File: src/rtl/lei_pkg.sv
package lei_pkg;

   localparam int COORD_BITS    = 32;
   localparam int FRACTION_BITS = 24;
   localparam int GAIN_BITS     = 31;
   localparam int COUNT_BITS    = 16;
   localparam int CSR_IDX_BITS  = 3;
   localparam int CYC_BITS      = 4;

   typedef logic signed [COORD_BITS-1:0]   coord_type;
   typedef logic signed [COORD_BITS:0]     wide_type;
   typedef logic signed [2*COORD_BITS-1:0] prod_type;
   typedef logic [GAIN_BITS-1:0]           gain_type;
   typedef logic [COUNT_BITS-1:0]          count_type;
   typedef logic [CYC_BITS-1:0]            cyc_type;

   localparam coord_type CMAX = {1'b0, {(COORD_BITS-1){1'b1}}};
   localparam coord_type CMIN = {1'b1, {(COORD_BITS-1){1'b0}}};

   localparam gain_type  SIGMA_RESET = GAIN_BITS'(167772160);
   localparam gain_type  BETA_RESET  = GAIN_BITS'(44739242);
   localparam gain_type  RHO_RESET   = GAIN_BITS'(469762048);
   localparam gain_type  STEP_RESET  = GAIN_BITS'(16777);
   localparam coord_type START_RESET = COORD_BITS'(16777216);
   localparam count_type LEN_RESET   = COUNT_BITS'(50000);

   // last issue/capture slot of the run phase
   localparam cyc_type RUN_LAST = CYC_BITS'(8);

   typedef enum logic [CSR_IDX_BITS-1:0] {
      CSR_SIGMA,
      CSR_BETA,
      CSR_RHO,
      CSR_STEP,
      CSR_START_X,
      CSR_START_Y,
      CSR_START_Z,
      CSR_LENGTH
   } csr_index_type;

   typedef enum logic [1:0] {
      ST_IDLE,
      ST_PREP,
      ST_RUN,
      ST_FINISH
   } state_type;

   typedef enum logic [2:0] {
      TAG_DX,
      TAG_XR,
      TAG_XY,
      TAG_BZ,
      TAG_NX,
      TAG_NY,
      TAG_NZ
   } tag_type;

   typedef struct packed {
      gain_type  sigma;
      gain_type  beta;
      gain_type  rho;
      gain_type  dt;
      coord_type start_x;
      coord_type start_y;
      coord_type start_z;
      count_type length;
   } cfg_type;

   typedef struct packed {
      logic      valid;
      tag_type   tag;
      coord_type a;
      coord_type b;
   } mul_req_type;

   typedef struct packed {
      logic      valid;
      tag_type   tag;
      coord_type value;
   } mul_rsp_type;

   typedef struct packed {
      coord_type x;
      coord_type y;
      coord_type z;
      count_type index;
      logic      last;
   } result_type;

   function automatic coord_type gain_to_coord(gain_type g);
      return {{(COORD_BITS-GAIN_BITS){1'b0}}, g};
   endfunction

   function automatic coord_type clamp_wide(wide_type s);
      if (s[COORD_BITS] != s[COORD_BITS-1]) begin
         return s[COORD_BITS] ? CMIN : CMAX;
      end
      return s[COORD_BITS-1:0];
   endfunction

   function automatic coord_type sat_add(coord_type a, coord_type b);
      wide_type s;
      s = {a[COORD_BITS-1], a} + {b[COORD_BITS-1], b};
      return clamp_wide(s);
   endfunction

   function automatic coord_type sat_sub(coord_type a, coord_type b);
      wide_type s;
      s = {a[COORD_BITS-1], a} - {b[COORD_BITS-1], b};
      return clamp_wide(s);
   endfunction

   // floor(p / 2^FRACTION_BITS), clamped
   function automatic coord_type mul_round(prod_type p);
      prod_type q;
      q = p >>> FRACTION_BITS;
      if ((&q[2*COORD_BITS-1:COORD_BITS-1]) || !(|q[2*COORD_BITS-1:COORD_BITS-1])) begin
         return q[COORD_BITS-1:0];
      end
      return q[2*COORD_BITS-1] ? CMIN : CMAX;
   endfunction

endpackage

File: src/rtl/lei_mul_unit.sv
module lei_mul_unit (
   input  logic                 clock,
   input  logic                 reset,
   input  lei_pkg::mul_req_type req,
   output lei_pkg::mul_rsp_type rsp
);

   logic               s1_valid_ff, s1_valid_in;
   lei_pkg::tag_type   s1_tag_ff, s1_tag_in;
   lei_pkg::prod_type  prod_ff, prod_in;
   logic               s2_valid_ff, s2_valid_in;
   lei_pkg::tag_type   s2_tag_ff, s2_tag_in;
   lei_pkg::coord_type value_ff, value_in;

   always_comb begin
      s1_valid_in = req.valid;
      s1_tag_in   = req.tag;
      prod_in     = $signed(req.a) * $signed(req.b);
      s2_valid_in = s1_valid_ff;
      s2_tag_in   = s1_tag_ff;
      value_in    = lei_pkg::mul_round(prod_ff);
   end

   always_ff @(posedge clock) begin
      if (reset) begin
         s1_valid_ff <= 1'b0;
         s2_valid_ff <= 1'b0;
      end else begin
         s1_valid_ff <= s1_valid_in;
         s2_valid_ff <= s2_valid_in;
      end
   end

   always_ff @(posedge clock) begin
      s1_tag_ff <= s1_tag_in;
      prod_ff   <= prod_in;
      s2_tag_ff <= s2_tag_in;
      value_ff  <= value_in;
   end

   assign rsp.valid = s2_valid_ff;
   assign rsp.tag   = s2_tag_ff;
   assign rsp.value = value_ff;

endmodule

File: src/rtl/lei_core.sv
module lei_core (
   input  logic                 clock,
   input  logic                 reset,
   input  lei_pkg::cfg_type     cfg,
   input  logic                 start,
   input  logic                 restart,
   input  logic                 out_free,
   output logic                 idle,
   output logic                 done,
   output lei_pkg::result_type  result
);

   lei_pkg::state_type   state_ff, state_in;
   lei_pkg::cyc_type     cyc_ff, cyc_in;
   lei_pkg::coord_type   x_ff, x_in, y_ff, y_in, z_ff, z_in;
   lei_pkg::count_type   count_ff, count_in;
   lei_pkg::coord_type   t1_ff, t1_in, t2_ff, t2_in;
   lei_pkg::coord_type   dx_ff, dx_in, dy_ff, dy_in, xy_ff, xy_in, dz_ff, dz_in;
   lei_pkg::coord_type   nx_ff, nx_in, ny_ff, ny_in, nz_ff, nz_in;
   lei_pkg::mul_req_type mul_req;
   lei_pkg::mul_rsp_type mul_rsp;
   lei_pkg::count_type   len;
   logic                 last;

   lei_mul_unit u_mul (
      .clock (clock),
      .reset (reset),
      .req   (mul_req),
      .rsp   (mul_rsp)
   );

   // next state
   always_comb begin
      state_in = state_ff;
      cyc_in   = cyc_ff;
      unique case (state_ff)
         lei_pkg::ST_IDLE: begin
            if (start) begin
               state_in = lei_pkg::ST_PREP;
            end
         end
         lei_pkg::ST_PREP: begin
            state_in = lei_pkg::ST_RUN;
            cyc_in   = '0;
         end
         lei_pkg::ST_RUN: begin
            cyc_in = cyc_ff + lei_pkg::CYC_BITS'(1);
            if (cyc_ff == lei_pkg::RUN_LAST) begin
               state_in = lei_pkg::ST_FINISH;
            end
         end
         lei_pkg::ST_FINISH: begin
            if (out_free) begin
               state_in = lei_pkg::ST_IDLE;
            end
         end
         default: state_in = lei_pkg::ST_IDLE;
      endcase
   end

   // outputs: multiplier issue schedule and handshakes
   always_comb begin
      mul_req.valid = 1'b0;
      mul_req.tag   = lei_pkg::TAG_DX;
      mul_req.a     = lei_pkg::gain_to_coord(cfg.sigma);
      mul_req.b     = t1_ff;
      idle          = 1'b0;
      done          = 1'b0;
      unique case (state_ff)
         lei_pkg::ST_IDLE:   idle = 1'b1;
         lei_pkg::ST_PREP:   ;
         lei_pkg::ST_RUN: begin
            case (cyc_ff)
               lei_pkg::CYC_BITS'(0): begin
                  mul_req.valid = 1'b1;
               end
               lei_pkg::CYC_BITS'(1): begin
                  mul_req.valid = 1'b1;
                  mul_req.tag   = lei_pkg::TAG_XR;
                  mul_req.a     = x_ff;
                  mul_req.b     = t2_ff;
               end
               lei_pkg::CYC_BITS'(2): begin
                  mul_req.valid = 1'b1;
                  mul_req.tag   = lei_pkg::TAG_XY;
                  mul_req.a     = x_ff;
                  mul_req.b     = y_ff;
               end
               lei_pkg::CYC_BITS'(3): begin
                  mul_req.valid = 1'b1;
                  mul_req.tag   = lei_pkg::TAG_BZ;
                  mul_req.a     = lei_pkg::gain_to_coord(cfg.beta);
                  mul_req.b     = z_ff;
               end
               lei_pkg::CYC_BITS'(4): begin
                  mul_req.valid = 1'b1;
                  mul_req.tag   = lei_pkg::TAG_NX;
                  mul_req.a     = lei_pkg::gain_to_coord(cfg.dt);
                  mul_req.b     = dx_ff;
               end
               lei_pkg::CYC_BITS'(5): begin
                  mul_req.valid = 1'b1;
                  mul_req.tag   = lei_pkg::TAG_NY;
                  mul_req.a     = lei_pkg::gain_to_coord(cfg.dt);
                  mul_req.b     = dy_ff;
               end
               lei_pkg::CYC_BITS'(6): begin
                  mul_req.valid = 1'b1;
                  mul_req.tag   = lei_pkg::TAG_NZ;
                  mul_req.a     = lei_pkg::gain_to_coord(cfg.dt);
                  mul_req.b     = dz_ff;
               end
               default: ;
            endcase
         end
         lei_pkg::ST_FINISH: done = out_free;
         default: ;
      endcase
   end

   assign len  = (cfg.length == '0) ? lei_pkg::COUNT_BITS'(1) : cfg.length;
   assign last = count_ff >= (len - lei_pkg::COUNT_BITS'(1));

   // datapath
   always_comb begin
      x_in     = x_ff;
      y_in     = y_ff;
      z_in     = z_ff;
      count_in = count_ff;
      t1_in    = t1_ff;
      t2_in    = t2_ff;
      dx_in    = dx_ff;
      dy_in    = dy_ff;
      xy_in    = xy_ff;
      dz_in    = dz_ff;
      nx_in    = nx_ff;
      ny_in    = ny_ff;
      nz_in    = nz_ff;
      if (start && restart) begin
         x_in     = cfg.start_x;
         y_in     = cfg.start_y;
         z_in     = cfg.start_z;
         count_in = '0;
      end
      if (state_ff == lei_pkg::ST_PREP) begin
         t1_in = lei_pkg::sat_sub(y_ff, x_ff);
         t2_in = lei_pkg::sat_sub(lei_pkg::gain_to_coord(cfg.rho), z_ff);
      end
      if (mul_rsp.valid) begin
         case (mul_rsp.tag)
            lei_pkg::TAG_DX: dx_in = mul_rsp.value;
            lei_pkg::TAG_XR: dy_in = lei_pkg::sat_sub(mul_rsp.value, y_ff);
            lei_pkg::TAG_XY: xy_in = mul_rsp.value;
            lei_pkg::TAG_BZ: dz_in = lei_pkg::sat_sub(xy_ff, mul_rsp.value);
            lei_pkg::TAG_NX: nx_in = lei_pkg::sat_add(x_ff, mul_rsp.value);
            lei_pkg::TAG_NY: ny_in = lei_pkg::sat_add(y_ff, mul_rsp.value);
            lei_pkg::TAG_NZ: nz_in = lei_pkg::sat_add(z_ff, mul_rsp.value);
            default: ;
         endcase
      end
      if (done) begin
         x_in     = nx_ff;
         y_in     = ny_ff;
         z_in     = nz_ff;
         count_in = last ? '0 : count_ff + lei_pkg::COUNT_BITS'(1);
      end
   end

   always_ff @(posedge clock) begin
      if (reset) begin
         state_ff <= lei_pkg::ST_IDLE;
         cyc_ff   <= '0;
         x_ff     <= lei_pkg::START_RESET;
         y_ff     <= lei_pkg::START_RESET;
         z_ff     <= lei_pkg::START_RESET;
         count_ff <= '0;
      end else begin
         state_ff <= state_in;
         cyc_ff   <= cyc_in;
         x_ff     <= x_in;
         y_ff     <= y_in;
         z_ff     <= z_in;
         count_ff <= count_in;
      end
   end

   always_ff @(posedge clock) begin
      t1_ff <= t1_in;
      t2_ff <= t2_in;
      dx_ff <= dx_in;
      dy_ff <= dy_in;
      xy_ff <= xy_in;
      dz_ff <= dz_in;
      nx_ff <= nx_in;
      ny_ff <= ny_in;
      nz_ff <= nz_in;
   end

   assign result.x     = nx_ff;
   assign result.y     = ny_ff;
   assign result.z     = nz_ff;
   assign result.index = count_ff;
   assign result.last  = last;

`ifndef ASSERT_OFF
   a_rsp_in_run: assert property (@(posedge clock) disable iff (reset)
      mul_rsp.valid |-> (state_ff == lei_pkg::ST_RUN))
      else $error("multiplier result outside run phase");

   a_cyc_bound: assert property (@(posedge clock) disable iff (reset)
      (state_ff == lei_pkg::ST_RUN) |-> (cyc_ff <= lei_pkg::RUN_LAST))
      else $error("run slot counter out of range");

   a_done_idle: assert property (@(posedge clock) disable iff (reset)
      done |=> (state_ff == lei_pkg::ST_IDLE))
      else $error("core not idle after finish");

   a_run_follows_prep: assert property (@(posedge clock) disable iff (reset)
      (state_ff == lei_pkg::ST_PREP) |=> (state_ff == lei_pkg::ST_RUN && cyc_ff == '0))
      else $error("run phase did not start at slot zero");
`endif

endmodule

File: src/rtl/lorenz_euler_integrator.sv
// Lorenz system, one explicit Euler step per item, signed Q8.24 arithmetic.
// req channel: one item per time tick; req_restart = 1 reloads the start
//   point and clears the trace index before the step is taken.
// rsp channel: one item per request with the new point, its index within
//   the trace and a flag on the last point of the trace.
// csr channel: register writes (index 0..7: sigma, beta, rho, dt, start x,
//   y, z, trace length); always ready, write only while the block is idle.
// All seven products go through one 32x32 multiplier with two register
//   stages, issued in order over the run slots; req_ready is low while a
//   step is in progress, so a new item is taken only once the previous
//   step has finished.
// A finished result sits in the output register; the next request is
//   accepted while it waits. If the receiver stalls, the following step
//   holds in its finish state until the output register frees up.
// Reset (synchronous, active high) loads the register defaults, sets the
//   point to (1,1,1), clears the index and empties the output register.
module lorenz_euler_integrator (
   input  logic        clock,
   input  logic        reset,
   input  logic        req_valid,
   output logic        req_ready,
   input  logic        req_restart,
   output logic        rsp_valid,
   input  logic        rsp_ready,
   output logic [31:0] rsp_point_x,
   output logic [31:0] rsp_point_y,
   output logic [31:0] rsp_point_z,
   output logic [15:0] rsp_step_index,
   output logic        rsp_last_point,
   input  logic        csr_valid,
   output logic        csr_ready,
   input  logic [2:0]  csr_index,
   input  logic [31:0] csr_data
);

   lei_pkg::cfg_type    cfg_ff, cfg_in;
   logic                out_valid_ff, out_valid_in;
   lei_pkg::result_type out_ff, out_in;
   lei_pkg::result_type result;
   logic                core_idle;
   logic                core_done;
   logic                out_free;
   logic                start;

   assign csr_ready = 1'b1;

   always_comb begin
      cfg_in = cfg_ff;
      if (csr_valid) begin
         unique case (lei_pkg::csr_index_type'(csr_index))
            lei_pkg::CSR_SIGMA:   cfg_in.sigma   = csr_data[lei_pkg::GAIN_BITS-1:0];
            lei_pkg::CSR_BETA:    cfg_in.beta    = csr_data[lei_pkg::GAIN_BITS-1:0];
            lei_pkg::CSR_RHO:     cfg_in.rho     = csr_data[lei_pkg::GAIN_BITS-1:0];
            lei_pkg::CSR_STEP:    cfg_in.dt      = csr_data[lei_pkg::GAIN_BITS-1:0];
            lei_pkg::CSR_START_X: cfg_in.start_x = csr_data;
            lei_pkg::CSR_START_Y: cfg_in.start_y = csr_data;
            lei_pkg::CSR_START_Z: cfg_in.start_z = csr_data;
            lei_pkg::CSR_LENGTH:  cfg_in.length  = csr_data[lei_pkg::COUNT_BITS-1:0];
            default: ;
         endcase
      end
   end

   always_ff @(posedge clock) begin
      if (reset) begin
         cfg_ff.sigma   <= lei_pkg::SIGMA_RESET;
         cfg_ff.beta    <= lei_pkg::BETA_RESET;
         cfg_ff.rho     <= lei_pkg::RHO_RESET;
         cfg_ff.dt      <= lei_pkg::STEP_RESET;
         cfg_ff.start_x <= lei_pkg::START_RESET;
         cfg_ff.start_y <= lei_pkg::START_RESET;
         cfg_ff.start_z <= lei_pkg::START_RESET;
         cfg_ff.length  <= lei_pkg::LEN_RESET;
      end else begin
         cfg_ff <= cfg_in;
      end
   end

   assign req_ready = core_idle;
   assign start     = req_valid && core_idle;
   assign out_free  = !out_valid_ff || rsp_ready;

   lei_core u_core (
      .clock    (clock),
      .reset    (reset),
      .cfg      (cfg_ff),
      .start    (start),
      .restart  (req_restart),
      .out_free (out_free),
      .idle     (core_idle),
      .done     (core_done),
      .result   (result)
   );

   always_comb begin
      out_valid_in = out_valid_ff && !rsp_ready;
      out_in       = out_ff;
      if (core_done) begin
         out_valid_in = 1'b1;
         out_in       = result;
      end
   end

   always_ff @(posedge clock) begin
      if (reset) begin
         out_valid_ff <= 1'b0;
      end else begin
         out_valid_ff <= out_valid_in;
      end
   end

   always_ff @(posedge clock) begin
      out_ff <= out_in;
   end

   assign rsp_valid      = out_valid_ff;
   assign rsp_point_x    = out_ff.x;
   assign rsp_point_y    = out_ff.y;
   assign rsp_point_z    = out_ff.z;
   assign rsp_step_index = out_ff.index;
   assign rsp_last_point = out_ff.last;

endmodule
File: config.mk
export PLATFORM = sky130hd
export DESIGN_NAME = lorenz_euler_integrator
export DESIGN_NICKNAME = d
export VERILOG_FILES = /design/src/rtl/lei_pkg.sv /design/src/rtl/lei_mul_unit.sv /design/src/rtl/lei_core.sv /design/src/rtl/lorenz_euler_integrator.sv
export SDC_FILE = /design/constraint.sdc
export NUM_CORES = 2
export LEC_CHECK = 0
export BUFFER_PORTS_ARGS = -buffer_cell sky130_fd_sc_hd__buf_2
export CAP_MARGIN = 20
export CORE_MARGIN = 1.5
export CORE_UTILIZATION = 25
export CTS_BUF_LIST = sky130_fd_sc_hd__clkbuf_4 sky130_fd_sc_hd__clkbuf_8 sky130_fd_sc_hd__clkbuf_16
export CTS_CLUSTER_DIAMETER = 50
export CTS_CLUSTER_SIZE = 28
export DETAILED_ROUTE_END_ITERATION = 6
export MAX_ROUTING_LAYER = met4
export PLACE_DENSITY_LB_ADDON = 0.25
export SKIP_CTS_REPAIR_TIMING = 1
export SYNTH_ARGS = -nofsm -noshare
export SYNTH_HDL_FRONTEND = slang
export SYNTH_SLANG_ARGS = --single-unit
File: constraint.sdc
create_clock -name clock -period 12.9 [get_ports clock]
set_clock_uncertainty 0.1 [all_clocks]
set_input_delay 1.29 -clock clock [delete_from_list [all_inputs] [get_ports clock]]
set_output_delay 1.29 -clock clock [all_outputs]
set_load 0.02 [all_outputs]
==> summary.txt <==
Outcome
  – Outcome: complete, but fails checks
  – Failing checks: max-slew violations

CTS
  – Max Root-Sink Buffers: 3
  – CTS buffer count: 103
  – Clock tree from TritonCTS: done
  – Clk Latency, worst-skew pair: 0.77 ns
  – Clk slew on worst S/H paths: 0.07 ns
  – CTS sink cnt: 836
  – H-tree levels: 3
  – CTS Root Cell: clkbuf_16

Global route
  – Initial antenna violation count: 19
  – GRT overflow: 0
  – Largest net degree at the start of global routing: 104
  – Vias in the first global route: 61900
  – GR Util All Layers: 20.1%
  – First-pass GRT wire length: 440000 um

STA
  – Setup_tns: 0 ns
  – Worst slew pin tran: 1.52 ns
  – Max Slew Vio Count: 2
  – Max_slew headroom: -1.01%
  – Fin crit share: 91.6%
  – Crit path time final: 11.81 ns
  – Setup violations, final: 0
  – RSZ-0062 raised after global routing: no
  – Max Clk Rate: 84.6 MHz
  – Endpoints failing hold: 0

Synthesis
  – Post-synthesis mux area share: 0.0439%
  – Seq cells post-synth: 836
  – Fraction of registers with async set/reset: 0%
  – Number of synthesized flops with an enable pin: 401
  – Compound-Gate Fraction of Synth Area: 12.1%
  – Gate Count Post-Synth: 8337
  – Simple-gate share of the synthesized area: 14.0%
  – Net count after synthesis: 9895
  – Synth warn: 0
  – Main synth FF type: dfxtp_1
  – Main combinational cell family by area after synthesis: adder cells
  – Adder-Cell Fraction of Synth Area: 35.8%
  – Synth unique cells: 103
  – Sequential fraction of the synthesis area: 26.9%
  – Post-Synthesis Cell Area: 77000 um2
  – Avg Synthesized Cell Area: 9.24 um2
  – Xor and xnor area share after synthesis: 2.89%

Pwr
  – Worst VDD drop: 0.000638 V
  – Pwr Density: 303 nW/um2
  – Total power: 26500 uW
  – Leak: 0.0373 uW

Cells and area
  – Fill count: 32300
  – Max FFs per register: 236
  – NumNets Final: 9940
  – Area delta synth->final: 13.7%
  – Proportion of layout cells with a drive suffix above 1: 8.39%
  – Top Registers: cfg_ff: 236 flops, u_core.u_mul.prod_ff: 40 flops
  – Reg area: 20700 um2
  – Area of the multi-input gates: 50600 um2
  – Most frequent cells in the layout: nand2_1 (1372), inv_1 (1223), fa_1 (1088)
  – Commonest non-fill, non-tap cell in the layout: nand2_1
  – Final instance area: 87600 um2
  – Post-route insts no fill: 12600
  – Reg with most FFs: cfg_ff

Setup path
  – Critical path class: reg2reg
  – CP startpoint: u_core.cyc_ff[0]
  – Worst EP arrival: 12.30 ns
  – CP startpoint kind: register
  – Required @ worst endpoint: 13.39 ns
  – Critical Path Sink Type: register
  – Reg2reg start: u_core.cyc_ff[0]
  – CP max stage delay: 0.75 ns
  – CP max stage cell: a41oi_4
  – Max FO, Critical Path: 28
  – Critical path's most frequent cell: fa_1

Flow run
  – Max Cap Viol: 0

Place
  – DP HPWL: 233000 um
  – IO buf count: 155
  – Placed cell areas: 83600 um2
  – DP Cell Count: 12400
  – GP Congestion: 0.966

Floorplan
  – Initial cell density of the core: 25.2%
  – Die Span Y: 558 um
  – Die Width: 558 um
  – Site Rows: 203
  – Area of the core: 306000 um2
  – DIE AREA: 311000 um2
  – Ports: 157

Route
  – Post-DR wirelength/cell: 24.2 um
  – DR vias: 61300
  – TritonRoute pass-1 iters: 6
  – DRT iter0 DRCs: 5990
  – DRC viols: 0
  – Vias per inst: 4.87
  – Overall routed net length: 305000 um
  – Post-route ant nets: 0

Worst hold path
  – Hold Crit Start: u_core.u_mul.s1_tag_ff[2]
  – Min-Delay Path Class: reg2reg
synth_stat cells (all sizes together) (30+ instances only):
cell type,n,area (um2)
a22oi,74,556
a311oi,94,823
and3,30,188
a222oi,34,340
fa,1088,21800
a31oi,41,278
nand3b,38,285
and2,40,250
nor2,760,2860
o21ai,212,1060
o21a,30,225
a21o,176,1320
maj3,44,440
clkbuf,394,1500
nand2b,83,519
nand3,50,250
edfxtp,401,12000
xor2,75,657
xnor2,177,1570
o21bai,42,319
a21oi,566,2840
nand2,1375,5160
nor3,61,317
ha,429,5370
buf,42,206
inv,1224,4590
nor2b,46,288
dfxtp,435,8710
through the flow:
| stage | hold WS, ns | util [%] | setup WS [ns] |
|---|---|---|---|
| finish | 0.234 | 28.6 | 1.09 |
| global route | 0.241 | 28.6 | 0.808 |
| CTS | 0.234 | 28.5 | 1.25 |
| detailed placement | 0.218 | 27.3 | 1.32 |
| global placement | 0.213 | 27.2 | 1.38 |
| floorplan | 0.210 | - | 3.36 |
final cells by class:
| type | count | share of cell area, % |
|---|---|---|
| sequential | 836 | 23.7 |
| antenna | 14 | 0.0400 |
| clock inverter | 73 | 1.10 |
| multi-input combinational | 5840 | 57.7 |
| tap | 4100 | 5.86 |
| inverter | 1225 | 5.25 |
| timing repair buffer | 376 | 3.07 |
| clock buffer | 123 | 3.25 |
critical path, delay by kind of cell (launching register included):
kind	cells	cell delay, ns
compound gates	8	2.67
fa+ha+maj	10	4.68
flops	1	0.36
buf+inv	7	1.61
simple gates	6	2.00
xor+xnor	1	0.14
logic make-up (layout without fill, tap and decap cells):
kind of cell / Yosys count / count (layout)
muxes: 3 / 3
other: 1 / 15
xor gates and xnor gates: 252 / 252
AOI/OAI and AO/OA: 1440 / 1440
and+or+nand+nor: 2583 / 2583
DFF: 836 / 836
buffers and inverters: 1661 / 1797
adders and majority gates: 1561 / 1561
report_power, final:
group / switching, uW / internal [uW] / leakage [uW]
Clock: 1420 / 1760 / 0.00185
Combinational: 12000 / 7100 / 0.0282
Sequential: 464 / 3760 / 0.00721
Total: 13900 / 12600 / 0.0373
path summary, 6_finish.rpt:
check                                                 end  slack (ns)  depth (start not counted)
worst max-delay path             u_core.u_mul.prod_ff[63]        1.09                         32
worst min-delay path            u_core.u_mul.s2_tag_ff[2]        0.23                          0
worst max register to register   u_core.u_mul.prod_ff[63]        1.09                         32
worst min register to register  u_core.u_mul.s2_tag_ff[2]        0.23                          0
layer usage:
| metal | share of wire, % | GRT usage [%] |
|---|---|---|
| met2 | 46 | 31.3 |
| met3 | 7.5 | 3.59 |
| met1 | 43 | 26.1 |
| met4 | 3.8 | 6.60 |
| met5 | 0 | - |
Note: power is estimated with default switching activity, not from simulation.
